File: src/design/wrtd_pkg.sv
`default_nettype none

package wrtd_pkg;

  // field widths
  localparam int COORD_W = 16;
  localparam int DELTA_W = 17;
  localparam int ANGLE_W = 17;
  localparam int ERR_W   = 18;
  localparam int GAIN_W  = 16;
  localparam int HDZ_W   = 15;
  localparam int OUT_W   = 24;
  localparam int REQ_W   = 16;
  localparam int CMD_W   = 26;

  // cordic datapath: offsets scaled by 2^16, angle in Q28
  localparam int CV_W = 36;
  localparam int Z_W  = 32;
  localparam int ATAN_IDX_W = 5;
  localparam logic signed [Z_W-1:0] PI_Q28 = 32'sd843314857;

  // square root datapath
  localparam int SQ_W   = 34;
  localparam int ROOT_W = 17;

  // shared multiplier
  localparam int MUL_W  = 18;
  localparam int PROD_W = 2 * MUL_W;

  // configuration port
  localparam int CFG_INDEX_W = 8;
  localparam int CFG_DATA_W  = 16;

  localparam logic [CFG_INDEX_W-1:0] REG_POSITION_GAIN     = 8'd0;
  localparam logic [CFG_INDEX_W-1:0] REG_ROTATION_GAIN     = 8'd1;
  localparam logic [CFG_INDEX_W-1:0] REG_DISTANCE_DEADZONE = 8'd2;
  localparam logic [CFG_INDEX_W-1:0] REG_HEADING_DEADZONE  = 8'd3;

  localparam logic [GAIN_W-1:0]  POSITION_GAIN_RST     = 16'd8192;
  localparam logic [GAIN_W-1:0]  ROTATION_GAIN_RST     = 16'd2458;
  localparam logic [GAIN_W-1:0]  DISTANCE_DEADZONE_RST = 16'd256;
  localparam logic [HDZ_W-1:0]   HEADING_DEADZONE_RST  = 15'd2048;

  // default parameter values
  localparam int CORDIC_STEPS_DEF = 16;
  localparam int INDEX_WIDTH_DEF  = 16;

  // atan(2^-i) in Q28
  function automatic logic signed [Z_W-1:0] atan_q28(input logic [ATAN_IDX_W-1:0] i);
    logic signed [Z_W-1:0] v;
    case (i)
      5'd0:  v = 32'sd210828714;
      5'd1:  v = 32'sd124459457;
      5'd2:  v = 32'sd65760959;
      5'd3:  v = 32'sd33381290;
      5'd4:  v = 32'sd16755422;
      5'd5:  v = 32'sd8385879;
      5'd6:  v = 32'sd4193963;
      5'd7:  v = 32'sd2097109;
      5'd8:  v = 32'sd1048571;
      5'd9:  v = 32'sd524287;
      5'd10: v = 32'sd262144;
      5'd11: v = 32'sd131072;
      5'd12: v = 32'sd65536;
      5'd13: v = 32'sd32768;
      5'd14: v = 32'sd16384;
      5'd15: v = 32'sd8192;
      5'd16: v = 32'sd4096;
      5'd17: v = 32'sd2048;
      5'd18: v = 32'sd1024;
      5'd19: v = 32'sd512;
      5'd20: v = 32'sd256;
      5'd21: v = 32'sd128;
      5'd22: v = 32'sd64;
      5'd23: v = 32'sd32;
      5'd24: v = 32'sd16;
      5'd25: v = 32'sd8;
      5'd26: v = 32'sd4;
      5'd27: v = 32'sd2;
      5'd28: v = 32'sd1;
      default: v = '0;
    endcase
    return v;
  endfunction

  // clamp a wheel command sum to the output range
  function automatic logic signed [OUT_W-1:0] sat_out(input logic signed [CMD_W:0] v);
    logic signed [CMD_W:0] hi;
    logic signed [CMD_W:0] lo;
    logic signed [OUT_W-1:0] r;
    hi = (CMD_W+1)'(2**(OUT_W-1) - 1);
    lo = -(CMD_W+1)'(2**(OUT_W-1));
    if (v > hi) begin
      r = hi[OUT_W-1:0];
    end else if (v < lo) begin
      r = lo[OUT_W-1:0];
    end else begin
      r = v[OUT_W-1:0];
    end
    return r;
  endfunction

endpackage

`default_nettype wire

File: src/design/wrtd_if.sv
`default_nettype none

// pose sample channel
interface wrtd_pose_if;
  import wrtd_pkg::*;
  logic                      valid;
  logic                      ready;
  logic signed [COORD_W-1:0] robot_x;
  logic signed [COORD_W-1:0] robot_y;
  logic signed [COORD_W-1:0] robot_heading;
  logic signed [COORD_W-1:0] target_x;
  logic signed [COORD_W-1:0] target_y;
  modport source (output valid, robot_x, robot_y, robot_heading, target_x, target_y,
                  input ready);
  modport sink (input valid, robot_x, robot_y, robot_heading, target_x, target_y,
                output ready);
endinterface

// wheel command channel
interface wrtd_cmd_if;
  import wrtd_pkg::*;
  logic                    valid;
  logic                    ready;
  logic signed [OUT_W-1:0] right_speed;
  logic signed [OUT_W-1:0] left_speed;
  logic                    point_reached;
  logic [REQ_W-1:0]        requested_index;
  modport source (output valid, right_speed, left_speed, point_reached, requested_index,
                  input ready);
  modport sink (input valid, right_speed, left_speed, point_reached, requested_index,
                output ready);
endinterface

// register write channel
interface wrtd_cfg_if;
  import wrtd_pkg::*;
  logic                   valid;
  logic                   ready;
  logic [CFG_INDEX_W-1:0] index;
  logic [CFG_DATA_W-1:0]  data;
  modport source (output valid, index, data, input ready);
  modport sink (input valid, index, data, output ready);
endinterface

`default_nettype wire

File: src/design/wrtd_cordic.sv
`default_nettype none

module wrtd_cordic #(
  parameter int STEPS = wrtd_pkg::CORDIC_STEPS_DEF
) (
  input  wire logic                                 clk,
  input  wire logic                                 rst,
  input  wire logic                                 start,
  input  wire logic signed [wrtd_pkg::DELTA_W-1:0]  dx,
  input  wire logic signed [wrtd_pkg::DELTA_W-1:0]  dy,
  output logic                                      done,
  output logic signed [wrtd_pkg::ANGLE_W-1:0]       angle
);
  import wrtd_pkg::*;

  localparam int STEP_W = $clog2(STEPS);
  localparam logic [STEP_W-1:0] LAST_STEP = STEP_W'(STEPS - 1);

  logic                     busy;
  logic [STEP_W-1:0]        step;
  logic signed [CV_W-1:0]   x;
  logic signed [CV_W-1:0]   y;
  logic signed [Z_W-1:0]    z;
  logic signed [CV_W-1:0]   x0;
  logic signed [CV_W-1:0]   y0;
  logic signed [CV_W-1:0]   xs;
  logic signed [CV_W-1:0]   ys;
  logic signed [Z_W-1:0]    step_angle;
  logic signed [Z_W:0]      z_rnd;
  logic                     y_pos;
  logic                     y_neg;

  // scaled offsets
  assign x0 = {{(CV_W-DELTA_W-16){dx[DELTA_W-1]}}, dx, 16'b0};
  assign y0 = {{(CV_W-DELTA_W-16){dy[DELTA_W-1]}}, dy, 16'b0};

  // floor shifts and table lookup for the current step
  assign xs = x >>> step;
  assign ys = y >>> step;
  assign step_angle = atan_q28(ATAN_IDX_W'(step));
  assign y_neg = y[CV_W-1];
  assign y_pos = !y[CV_W-1] && (y != '0);

  // angle rounded half up from Q28 to Q12
  assign z_rnd = {z[Z_W-1], z} + (Z_W+1)'(32768);
  assign angle = ANGLE_W'(z_rnd >>> 16);

  // vectoring iterations, one per cycle
  always_ff @(posedge clk) begin
    done <= !rst && !start && busy && (step == LAST_STEP);
    if (rst) begin
      busy <= 1'b0;
      step <= '0;
      z    <= '0;
    end else if (start) begin
      busy <= 1'b1;
      step <= '0;
      if (dx[DELTA_W-1]) begin
        x <= -x0;
        y <= -y0;
        z <= dy[DELTA_W-1] ? -PI_Q28 : PI_Q28;
      end else begin
        x <= x0;
        y <= y0;
        z <= '0;
      end
    end else if (busy) begin
      if (y_pos) begin
        x <= x + ys;
        y <= y - xs;
        z <= z + step_angle;
      end else if (y_neg) begin
        x <= x - ys;
        y <= y + xs;
        z <= z - step_angle;
      end
      if (step == LAST_STEP) begin
        busy <= 1'b0;
      end else begin
        step <= step + 1'b1;
      end
    end
  end

endmodule

`default_nettype wire

File: src/design/wrtd_isqrt.sv
`default_nettype none

module wrtd_isqrt (
  input  wire logic                         clk,
  input  wire logic                         rst,
  input  wire logic                         start,
  input  wire logic [wrtd_pkg::SQ_W-1:0]    n,
  output logic                              done,
  output logic [wrtd_pkg::ROOT_W-1:0]       root
);
  import wrtd_pkg::*;

  localparam int CNT_W = $clog2(ROOT_W);
  localparam logic [CNT_W-1:0] LAST_CNT = CNT_W'(ROOT_W - 1);
  localparam logic [SQ_W-1:0] TOP_BIT = SQ_W'(1) << (2 * (ROOT_W - 1));

  logic              busy;
  logic [CNT_W-1:0]  cnt;
  logic [SQ_W-1:0]   rem;
  logic [SQ_W-1:0]   res;
  logic [SQ_W-1:0]   bitv;
  logic [SQ_W:0]     trial;
  logic              fits;

  // one result bit per cycle
  assign trial = {1'b0, res} + {1'b0, bitv};
  assign fits  = ({1'b0, rem} >= trial);
  assign root  = res[ROOT_W-1:0];

  always_ff @(posedge clk) begin
    done <= !rst && !start && busy && (cnt == LAST_CNT);
    if (rst) begin
      busy <= 1'b0;
      cnt  <= '0;
    end else if (start) begin
      busy <= 1'b1;
      cnt  <= '0;
      rem  <= n;
      res  <= '0;
      bitv <= TOP_BIT;
    end else if (busy) begin
      if (fits) begin
        rem <= rem - trial[SQ_W-1:0];
        res <= (res >> 1) + bitv;
      end else begin
        res <= res >> 1;
      end
      bitv <= bitv >> 2;
      if (cnt == LAST_CNT) begin
        busy <= 1'b0;
      end else begin
        cnt <= cnt + 1'b1;
      end
    end
  end

endmodule

`default_nettype wire

File: src/design/waypoint_rotate_then_drive_control_core.sv
// the CORDIC iterations, then the 17-step bit-serial square root when the heading
//   error is within the deadzone, set the latency
// one pose at a time: the next pose can be taken in the cycle after the command is registered
// synchronous active-high reset: gains and deadzones to defaults, waypoint index to 0
`default_nettype none

module waypoint_rotate_then_drive_control_core #(
  parameter int CORDIC_STEPS = wrtd_pkg::CORDIC_STEPS_DEF,
  parameter int INDEX_WIDTH  = wrtd_pkg::INDEX_WIDTH_DEF
) (
  input  wire logic  clk,
  input  wire logic  rst,
  wrtd_pose_if.sink  pose,
  wrtd_cmd_if.source cmd,
  wrtd_cfg_if.sink   cfg
);
  import wrtd_pkg::*;

  typedef enum logic [3:0] {
    S_IDLE,
    S_CORDIC,
    S_CHECK,
    S_ROT_MUL,
    S_ROT_RND,
    S_SQ_DX,
    S_SQ_DY,
    S_SQ_SUM,
    S_SQRT,
    S_DRV_MUL,
    S_DRV_RND,
    S_FINISH
  } state_t;

  state_t state;

  // configuration registers
  logic [GAIN_W-1:0] position_gain;
  logic [GAIN_W-1:0] rotation_gain;
  logic [GAIN_W-1:0] distance_deadzone;
  logic [HDZ_W-1:0]  heading_deadzone;

  logic [INDEX_WIDTH-1:0] waypoint_index;
  logic [INDEX_WIDTH-1:0] prev_index;
  logic [31:0]            index_wide;

  // per-item working registers
  logic signed [DELTA_W-1:0] dx;
  logic signed [DELTA_W-1:0] dy;
  logic signed [COORD_W-1:0] heading;
  logic signed [ERR_W-1:0]   err;
  logic [ERR_W-1:0]          abs_err;
  logic [SQ_W-1:0]           sq;
  logic [ROOT_W-1:0]         distance;
  logic signed [CMD_W-1:0]   c1;
  logic signed [CMD_W-1:0]   c2;
  logic                      reached;
  logic                      cordic_start;
  logic                      sqrt_start;

  // output register
  logic                    out_valid;
  logic signed [OUT_W-1:0] out_right;
  logic signed [OUT_W-1:0] out_left;
  logic                    out_reached;
  logic [REQ_W-1:0]        out_req;

  // shared multiplier
  logic signed [MUL_W-1:0]  mul_a;
  logic signed [MUL_W-1:0]  mul_b;
  logic signed [PROD_W-1:0] prod;
  logic signed [PROD_W-1:0] rnd16;
  logic signed [PROD_W-1:0] rnd12;

  logic                      cordic_done;
  logic signed [ANGLE_W-1:0] cordic_angle;
  logic                      sqrt_done;
  logic [ROOT_W-1:0]         sqrt_root;

  logic signed [COORD_W-1:0] tx_sel;
  logic signed [COORD_W-1:0] ty_sel;
  logic signed [CMD_W:0]     right_sum;
  logic signed [CMD_W:0]     left_sum;
  logic                      in_fire;
  logic                      out_free;
  logic                      near;

  wrtd_cordic #(
    .STEPS (CORDIC_STEPS)
  ) u_cordic (
    .clk   (clk),
    .rst   (rst),
    .start (cordic_start),
    .dx    (dx),
    .dy    (dy),
    .done  (cordic_done),
    .angle (cordic_angle)
  );

  wrtd_isqrt u_isqrt (
    .clk   (clk),
    .rst   (rst),
    .start (sqrt_start),
    .n     (sq),
    .done  (sqrt_done),
    .root  (sqrt_root)
  );

  // handshakes
  assign pose.ready = (state == S_IDLE);
  assign cfg.ready  = 1'b1;
  assign in_fire    = pose.valid && pose.ready;
  assign out_free   = !out_valid || cmd.ready;

  assign cmd.valid           = out_valid;
  assign cmd.right_speed     = out_right;
  assign cmd.left_speed      = out_left;
  assign cmd.point_reached   = out_reached;
  assign cmd.requested_index = out_req;

  // target is the origin while the index is zero
  assign tx_sel = (waypoint_index != '0) ? pose.target_x : '0;
  assign ty_sel = (waypoint_index != '0) ? pose.target_y : '0;

  // index before the increment, wrapped at the index width
  assign prev_index = waypoint_index - 1'b1;
  assign index_wide = 32'(prev_index);
  assign abs_err    = err[ERR_W-1] ? ERR_W'(-err) : ERR_W'(err);
  assign near       = (sqrt_root <= {1'b0, distance_deadzone});

  // multiplier operand select
  always_comb begin
    mul_a = '0;
    mul_b = '0;
    unique case (state)
      S_ROT_MUL: begin
        mul_a = MUL_W'(err);
        mul_b = MUL_W'({1'b0, rotation_gain});
      end
      S_SQ_DX: begin
        mul_a = MUL_W'(dx);
        mul_b = MUL_W'(dx);
      end
      S_SQ_DY: begin
        mul_a = MUL_W'(dy);
        mul_b = MUL_W'(dy);
      end
      S_DRV_MUL: begin
        mul_a = MUL_W'({1'b0, distance});
        mul_b = MUL_W'({1'b0, position_gain});
      end
      default: begin
        mul_a = '0;
        mul_b = '0;
      end
    endcase
  end

  always_ff @(posedge clk) begin
    prod <= mul_a * mul_b;
  end

  // round half up after the gain products
  assign rnd16 = prod + PROD_W'(32768);
  assign rnd12 = prod + PROD_W'(2048);

  // wheel commands
  assign right_sum = {c1[CMD_W-1], c1} - {c2[CMD_W-1], c2};
  assign left_sum  = {c1[CMD_W-1], c1} + {c2[CMD_W-1], c2};

  // sequencer, configuration and output register
  always_ff @(posedge clk) begin
    cordic_start <= !rst && in_fire;
    sqrt_start   <= !rst && (state == S_SQ_SUM);
    if (rst) begin
      state             <= S_IDLE;
      out_valid         <= 1'b0;
      waypoint_index    <= '0;
      position_gain     <= POSITION_GAIN_RST;
      rotation_gain     <= ROTATION_GAIN_RST;
      distance_deadzone <= DISTANCE_DEADZONE_RST;
      heading_deadzone  <= HEADING_DEADZONE_RST;
    end else begin
      // register writes
      if (cfg.valid && cfg.ready) begin
        unique case (cfg.index)
          REG_POSITION_GAIN:     position_gain     <= cfg.data;
          REG_ROTATION_GAIN:     rotation_gain     <= cfg.data;
          REG_DISTANCE_DEADZONE: distance_deadzone <= cfg.data;
          REG_HEADING_DEADZONE:  heading_deadzone  <= cfg.data[HDZ_W-1:0];
          default: ;
        endcase
      end

      // command taken while no new one is being loaded
      if (out_valid && cmd.ready && state != S_FINISH) begin
        out_valid <= 1'b0;
      end

      unique case (state)
        S_IDLE: begin
          if (in_fire) begin
            dx           <= {tx_sel[COORD_W-1], tx_sel} - {pose.robot_x[COORD_W-1], pose.robot_x};
            dy           <= {ty_sel[COORD_W-1], ty_sel} - {pose.robot_y[COORD_W-1], pose.robot_y};
            heading      <= pose.robot_heading;
            c1           <= '0;
            c2           <= '0;
            reached      <= 1'b0;
            state        <= S_CORDIC;
          end
        end
        S_CORDIC: begin
          if (cordic_done) begin
            err   <= {cordic_angle[ANGLE_W-1], cordic_angle}
                   - {{(ERR_W-COORD_W){heading[COORD_W-1]}}, heading};
            state <= S_CHECK;
          end
        end
        S_CHECK: begin
          if (abs_err > {{(ERR_W-HDZ_W){1'b0}}, heading_deadzone}) begin
            state <= S_ROT_MUL;
          end else begin
            state <= S_SQ_DX;
          end
        end
        S_ROT_MUL: begin
          state <= S_ROT_RND;
        end
        S_ROT_RND: begin
          c2    <= CMD_W'(rnd16 >>> 16);
          state <= S_FINISH;
        end
        S_SQ_DX: begin
          state <= S_SQ_DY;
        end
        S_SQ_DY: begin
          sq    <= prod[SQ_W-1:0];
          state <= S_SQ_SUM;
        end
        S_SQ_SUM: begin
          sq         <= sq + prod[SQ_W-1:0];
          state      <= S_SQRT;
        end
        S_SQRT: begin
          if (sqrt_done) begin
            distance <= sqrt_root;
            if (near) begin
              reached        <= 1'b1;
              waypoint_index <= waypoint_index + 1'b1;
              state          <= S_FINISH;
            end else begin
              state <= S_DRV_MUL;
            end
          end
        end
        S_DRV_MUL: begin
          state <= S_DRV_RND;
        end
        S_DRV_RND: begin
          c1    <= CMD_W'(rnd12 >>> 12);
          state <= S_FINISH;
        end
        S_FINISH: begin
          if (out_free) begin
            out_valid   <= 1'b1;
            out_right   <= sat_out(right_sum);
            out_left    <= sat_out(left_sum);
            out_reached <= reached;
            out_req     <= reached ? index_wide[REQ_W-1:0] : '0;
            state       <= S_IDLE;
          end
        end
        default: begin
          state <= S_IDLE;
        end
      endcase
    end
  end

  // the angle unit only finishes while the sequencer waits for it
  a_cordic_done_in_wait: assert property (@(posedge clk) disable iff (rst)
    cordic_done |-> state == S_CORDIC)
    else $error("cordic done outside its wait state");

  // the root unit only finishes while the sequencer waits for it
  a_sqrt_done_in_wait: assert property (@(posedge clk) disable iff (rst)
    sqrt_done |-> state == S_SQRT)
    else $error("square root done outside its wait state");

  // an arrival advances the waypoint index by exactly one
  a_index_advance: assert property (@(posedge clk) disable iff (rst)
    (state == S_SQRT && sqrt_done && near)
      |=> waypoint_index == INDEX_WIDTH'($past(waypoint_index) + 1'b1))
    else $error("waypoint index did not advance on arrival");

  // a reached point always commands a stop
  a_reached_stops: assert property (@(posedge clk) disable iff (rst)
    (out_valid && out_reached) |-> (out_right == '0 && out_left == '0))
    else $error("reached point with nonzero wheel command");

endmodule

`default_nettype wire
File: src/flat_wrapper.sv
// flat-port wrapper written by rule: the top's interface ports become plain ports
module waypoint_rotate_then_drive_control_core_flat import wrtd_pkg::*;
#(
  parameter int CORDIC_STEPS = wrtd_pkg::CORDIC_STEPS_DEF,
  parameter int INDEX_WIDTH  = wrtd_pkg::INDEX_WIDTH_DEF
)
  (clk, rst, pose_valid, pose_robot_x, pose_robot_y, pose_robot_heading, pose_target_x, pose_target_y, pose_ready, cmd_valid, cmd_right_speed, cmd_left_speed, cmd_point_reached, cmd_requested_index, cmd_ready, cfg_valid, cfg_index, cfg_data, cfg_ready);
  wrtd_pose_if pose_i ();
  wrtd_cmd_if cmd_i ();
  wrtd_cfg_if cfg_i ();
  input  wire logic clk;
  input  wire logic rst;
  input wire logic [$bits(pose_i.valid)-1:0] pose_valid;
  input wire logic [$bits(pose_i.robot_x)-1:0] pose_robot_x;
  input wire logic [$bits(pose_i.robot_y)-1:0] pose_robot_y;
  input wire logic [$bits(pose_i.robot_heading)-1:0] pose_robot_heading;
  input wire logic [$bits(pose_i.target_x)-1:0] pose_target_x;
  input wire logic [$bits(pose_i.target_y)-1:0] pose_target_y;
  output wire logic [$bits(pose_i.ready)-1:0] pose_ready;
  output wire logic [$bits(cmd_i.valid)-1:0] cmd_valid;
  output wire logic [$bits(cmd_i.right_speed)-1:0] cmd_right_speed;
  output wire logic [$bits(cmd_i.left_speed)-1:0] cmd_left_speed;
  output wire logic [$bits(cmd_i.point_reached)-1:0] cmd_point_reached;
  output wire logic [$bits(cmd_i.requested_index)-1:0] cmd_requested_index;
  input wire logic [$bits(cmd_i.ready)-1:0] cmd_ready;
  input wire logic [$bits(cfg_i.valid)-1:0] cfg_valid;
  input wire logic [$bits(cfg_i.index)-1:0] cfg_index;
  input wire logic [$bits(cfg_i.data)-1:0] cfg_data;
  output wire logic [$bits(cfg_i.ready)-1:0] cfg_ready;
  assign pose_i.valid = pose_valid;
  assign pose_i.robot_x = pose_robot_x;
  assign pose_i.robot_y = pose_robot_y;
  assign pose_i.robot_heading = pose_robot_heading;
  assign pose_i.target_x = pose_target_x;
  assign pose_i.target_y = pose_target_y;
  assign pose_ready = pose_i.ready;
  assign cmd_valid = cmd_i.valid;
  assign cmd_right_speed = cmd_i.right_speed;
  assign cmd_left_speed = cmd_i.left_speed;
  assign cmd_point_reached = cmd_i.point_reached;
  assign cmd_requested_index = cmd_i.requested_index;
  assign cmd_i.ready = cmd_ready;
  assign cfg_i.valid = cfg_valid;
  assign cfg_i.index = cfg_index;
  assign cfg_i.data = cfg_data;
  assign cfg_ready = cfg_i.ready;
  waypoint_rotate_then_drive_control_core #(.CORDIC_STEPS(CORDIC_STEPS), .INDEX_WIDTH(INDEX_WIDTH)) u_core (.clk(clk), .rst(rst), .pose(pose_i), .cmd(cmd_i), .cfg(cfg_i));
endmodule
File: config.mk
export PLATFORM = sky130hd
export DESIGN_NAME = waypoint_rotate_then_drive_control_core_flat
export DESIGN_NICKNAME = d
export VERILOG_FILES = /design/src/design/wrtd_pkg.sv /design/src/design/wrtd_if.sv /design/src/design/wrtd_cordic.sv /design/src/design/wrtd_isqrt.sv /design/src/design/waypoint_rotate_then_drive_control_core.sv /design/src/flat_wrapper.sv
export SDC_FILE = /design/constraint.sdc
export NUM_CORES = 2
export LEC_CHECK = 0
export ABC_CLOCK_PERIOD_IN_PS = 8930
export BUFFER_PORTS_ARGS = -buffer_cell sky130_fd_sc_hd__buf_4
export CAP_MARGIN = 30
export CORE_UTILIZATION = 59
export DETAILED_ROUTE_END_ITERATION = 8
export PLACE_DENSITY_LB_ADDON = 0.25
export SLEW_MARGIN = 20
export SYNTH_ARGS = -nofsm -noshare
export SYNTH_HDL_FRONTEND = slang
export SYNTH_SLANG_ARGS = --single-unit
File: constraint.sdc
create_clock -name clk -period 8.93 [get_ports clk]
set_clock_uncertainty 0.15 [all_clocks]
set_input_delay 1.3395 -clock clk [delete_from_list [all_inputs] [get_ports clk]]
set_output_delay 1.3395 -clock clk [all_outputs]
set_load 0.03 [all_outputs]
==> PnR_summary.wiki <==
{| class="wikitable"
! Metric !! Value
|-
| LEAKAGE || 26.99 nW
|-
| Async set or reset register ratio after synthesis || 0%
|-
| Sequential area share after synthesis || 26.52%
|-
| Final RePlAce weighted congestion || 0.9962
|-
| Internal Power || 0.007892 W
|-
| DRT Pass-1 Iters || 7
|-
| Via density per instance || 6.063
|-
| Half-perimeter wire length after detailed placement || 127.2 mm
|-
| Switching component of the power || 0.005776 W
|-
| Maximum fanout encountered on the critical timing path || 13
|-
| Register bit total from synthesis || 580
|-
| Count of pins on the block boundary || 177
|-
| IO buf count || 175
|-
| Critical-path cell with the highest stage delay || sky130_fd_sc_hd__a2111o_1
|-
| Worst Setup End Kind || flip-flop
|-
| Hold-critical path endpoint || u_core.distance_deadzone[8]
|-
| Biggest cell delay along the critical path || 0.51 ns
|-
| Period utilization || 95.12%
|-
| Crit path kind || reg -> reg
|-
| Endpoints failing hold || 0
|-
| Number of instances on the worst hold path || 1
|-
| Clock latency on the worst-skew pair || 0.68 ns
|-
| GR Overflow Total || 0
|-
| Sw frac || 42.26%
|-
| Number of cells on the worst reg-to-reg path || 32
|-
| Synth top area share || 19.87%
|-
| Yosys warning total || 0
|-
| Startpoint kind of the worst setup timing path || flip-flop
|-
| Starting density of the core || 59.98%
|-
| Floorplan die width || 316.5 µm
|-
| Setup repair after global routing missed its margin || no
|-
| Core area || 97280 µm²
|-
| Site row count || 114
|-
| Final #Nets || 7670
|-
| Initial antenna violation count || 4
|-
| Transition time at the pin with the least slew margin || 1.094 ns
|-
| Clock network fraction of total power || 21.2%
|-
| Slew Viols, Final || 0
|-
| Layout fillers || 8215
|-
| Post-CTS Repair Setup Buffers || 0
|-
| CTS clk-pin slew, worst paths || 0.06 ns
|-
| Area growth from synthesis to layout || 8.815%
|-
| Vertical die dimension || 316.5 µm
|-
| Via count || 48931
|-
| Final routed wire length divided by cell count || 20.43 µm
|-
| Final count of negative-setup-slack endpoints || 0
|-
| Data arrival at the endpoint of the critical path || 8.87 ns
|-
| Comb power frac || 50.8%
|-
| Cell types occupying the most area after synthesis || sky130_fd_sc_hd__edfxtp_1 (20%), sky130_fd_sc_hd__fa_1 (12%), sky130_fd_sc_hd__ha_1 (10%)
|-
| Synthesized netlist cell count || 6662
|-
| Post-synthesis net count || 7594
|-
| IR Drop Worst-Case VDD || 0.2656 mV
|-
| Antenna viol nets, final || 0
|-
| Run status || finished clean
|-
| Classification of the worst-slack hold path || reg -> reg
|-
| Total Die Area || 100200 µm²
|-
| TritonCTS buffer count || 70
|-
| Reg2reg start || u_core.state[1]
|-
| Reg-to-reg endpoint || u_core.prod[35]
|-
| Top cells by count, synth || sky130_fd_sc_hd__inv_1 (755), sky130_fd_sc_hd__nor2_1 (680), sky130_fd_sc_hd__nand2_1 (646)
|-
| CTS tree || built
|-
| Reg power frac || 28.0%
|-
| Share of cells above drive strength 1 || 8.272%
|-
| Inst Count DP || 7940
|-
| Final non-filler cell total || 8071
|-
| Clock tree root driver cell || sky130_fd_sc_hd__clkbuf_16
|-
| Detailed-route wire length || 164.9 mm
|-
| Max-capacitance violation count || 0
|-
| Tightest slew margin relative to the limit || 26.39%
|-
| Summed instance area of the synthesized netlist || 58350 µm²
|-
| Cell type contributing the most total cell area after synthesis || sky130_fd_sc_hd__edfxtp_1
|-
| Required @ worst endpoint || 9.30 ns
|-
| Wire length of the first global-routing pass || 258.3 mm
|-
| R2R Setup Slk || 0.44 ns
|-
| Fmax || 0.1177 GHz
|-
| Vias in the first global route || 47322
|-
| Count of distinct cell types in the synthesized netlist || 96
|-
| Post-cts hold buffer count || 0
|-
| Clock tree sinks || 580
|-
| Cell Pwr Density || 215.3 nW/µm²
|-
| Total Neg Setup Slack || 0 ns
|-
| Most used standard cell by instance count after synthesis || sky130_fd_sc_hd__inv_1
|-
| Hold path startpoint || u_core.distance_deadzone[8]
|-
| Max H-tree Level || 3
|-
| Maximum number of pins on one net before global-route repair || 81
|-
| Iteration-0 DRC count of the detailed router || 4341
|-
| Gr usage total || 32.74%
|-
| Largest buffer count on any clock path || 3
|-
| Count of flip-flops with a built-in enable after synthesis || 386
|-
| Post-Synthesis Mean Instance Area || 8.758 µm²
|-
| Dominant cell type by count on the critical path || sky130_fd_sc_hd__inv_1
|-
| Number of DRC violations after detailed routing || 0
|-
| Period minus WS final || 8.494 ns
|-
| Main synth FF type || sky130_fd_sc_hd__edfxtp_1
|}
-- cells in the final DEF, fill, tap and decap left out, types with 28 or more instances in the layout --
cell type / count
sky130_fd_sc_hd__nand4_1: 47
sky130_fd_sc_hd__or3_1: 43
sky130_fd_sc_hd__o21ai_0: 379
sky130_fd_sc_hd__nand3_1: 103
sky130_fd_sc_hd__a31oi_1: 55
sky130_fd_sc_hd__a221oi_1: 46
sky130_fd_sc_hd__nor2b_1: 101
sky130_fd_sc_hd__o211ai_1: 28
sky130_fd_sc_hd__buf_4: 275
sky130_fd_sc_hd__nor2_1: 673
sky130_fd_sc_hd__clkbuf_16: 71
sky130_fd_sc_hd__nor4_1: 52
sky130_fd_sc_hd__dfxtp_1: 188
sky130_fd_sc_hd__o21bai_1: 51
sky130_fd_sc_hd__mux4_2: 47
sky130_fd_sc_hd__edfxtp_1: 386
sky130_fd_sc_hd__a21o_1: 113
sky130_fd_sc_hd__nand2b_1: 75
sky130_fd_sc_hd__and2_1: 74
sky130_fd_sc_hd__xor2_1: 165
sky130_fd_sc_hd__fa_1: 339
sky130_fd_sc_hd__o21a_1: 54
sky130_fd_sc_hd__nand2_1: 646
sky130_fd_sc_hd__and3_1: 37
sky130_fd_sc_hd__ha_1: 483
sky130_fd_sc_hd__a21oi_1: 366
sky130_fd_sc_hd__nor3_1: 107
sky130_fd_sc_hd__o31ai_1: 47
sky130_fd_sc_hd__a221o_1: 33
sky130_fd_sc_hd__a211oi_1: 65
sky130_fd_sc_hd__mux2i_1: 108
sky130_fd_sc_hd__a21boi_0: 35
sky130_fd_sc_hd__inv_1: 755
sky130_fd_sc_hd__xnor2_1: 319
-- power groups by stage --
stage | Combinational (W) | Clock, W | Sequential, W
2_1_floorplan | 0.00531 | 0 | 0.00366
3_3_place_gp | 0.00664 | 0 | 0.00386
3_5_place_dp | 0.00678 | 0 | 0.00386
4_1_cts | 0.00683 | 0.00294 | 0.00381
5_1_grt | 0.00765 | 0.00303 | 0.00386
6_report | 0.00694 | 0.00290 | 0.00383
-- what timing repair did --
| item | 4_1_cts | 5_1_grt |
|---|---|---|
| endpoints found under the hold margin | 0 | 0 |
| gates resized for setup | 0 | 8 |
| endpoints found under the setup margin | 0 | 2 |
-- sequential cells by signal, indices dropped and copies added, names as in the netlist, 15 cells and up --
| signal | cells |
|---|---|
| u_core.c1 | 24 |
| u_core.c2 | 20 |
| u_core.cmd.left_speed | 24 |
| u_core.cmd.requested_index | 16 |
| u_core.cmd.right_speed | 24 |
| u_core.distance | 17 |
| u_core.distance_deadzone | 16 |
| u_core.dx | 17 |
| u_core.dy | 17 |
| u_core.err | 18 |
| u_core.heading | 16 |
| u_core.heading_deadzone | 15 |
| u_core.position_gain | 16 |
| u_core.prod | 36 |
| u_core.rotation_gain | 16 |
| u_core.sq | 34 |
| u_core.u_cordic.step_angle | 27 |
| u_core.u_cordic.x | 36 |
| u_core.u_cordic.y | 36 |
| u_core.u_cordic.z | 32 |
| u_core.u_isqrt.bitv | 17 |
| u_core.u_isqrt.rem | 34 |
| u_core.u_isqrt.res | 34 |
| u_core.waypoint_index | 16 |
-- kinds of logic (layout without fill, tap and decap cells) --
kind of cell | count (synthesis) | in the layout | synth area share [%]
DFF | 580 | 580 | 26.52
xor gates and xnor gates | 484 | 484 | 7.265
AOI/OAI and AO/OA | 1473 | 1473 | 16.33
and+or+nand+nor | 2068 | 2068 | 16.32
muxes | 194 | 194 | 4.707
buffers and inverters | 1034 | 1166 | 6.746
adders and majority gates | 827 | 827 | 22.09
other | 2 | 3 | 0.01287
-- critical path: cells and delay by family, from the launching register on --
kind / cells / cell delay, ns
AOI/OAI and AO/OA: 11 / 3.12
and+or+nand+nor: 5 / 0.87
adders and majority gates: 8 / 2.86
DFF: 1 / 0.29
buffers and inverters: 8 / 1.04
-- per-layer routing --
layer / track usage (%) / routed length (µm)
met1: 42.34 / 67920
met2: 53.65 / 76760
met3: 5.742 / 12300
met4: 14.72 / 7908
met5: 0 / 33
-- stage by stage --
| stage | cell area [µm²] | utilization [%] | power, W | hold slack, ns | worst slack [ns] |
|---|---|---|---|---|---|
| 2_1_floorplan | 58350 | - | 0.008970 | 0.2564 | 0.5926 |
| 3_3_place_gp | 61090 | 62.80 | 0.01050 | 0.2959 | 0.4535 |
| 3_5_place_dp | 61130 | 62.84 | 0.01064 | 0.3071 | 0.3539 |
| 4_1_cts | 63430 | 65.20 | 0.01357 | 0.3262 | 0.2928 |
| 5_1_grt | 63490 | 65.27 | 0.01454 | 0.3611 | 0.003350 |
| 6_report | 63490 | 65.27 | 0.01367 | 0.3320 | 0.4358 |
-- area by class of cell --
class / instances / area [µm²] / area share [%]
diodes: 1 / 2.502 / 0.003941
clock inverters: 39 / 424.2 / 0.6680
clock buffers: 89 / 1874 / 2.952
flip-flops and latches: 580 / 15490 / 24.40
well taps: 1276 / 1597 / 2.515
inverters: 758 / 2845 / 4.481
multi-input cells: 5048 / 39110 / 61.60
repair buffers: 280 / 2143 / 3.376
-- worst max-delay path by stage --
stage / from / to
4_1_cts: u_core.state[1] / u_core.prod[35]
2_1_floorplan: u_core.state[2] / u_core.prod[35]
3_5_place_dp: u_core.state[1] / u_core.prod[35]
6_report: u_core.state[1] / u_core.prod[35]
3_3_place_gp: u_core.state[1] / u_core.prod[35]
5_1_grt: u_core.state[1] / u_core.prod[35]
Note: power is estimated with default switching activity, not from simulation.
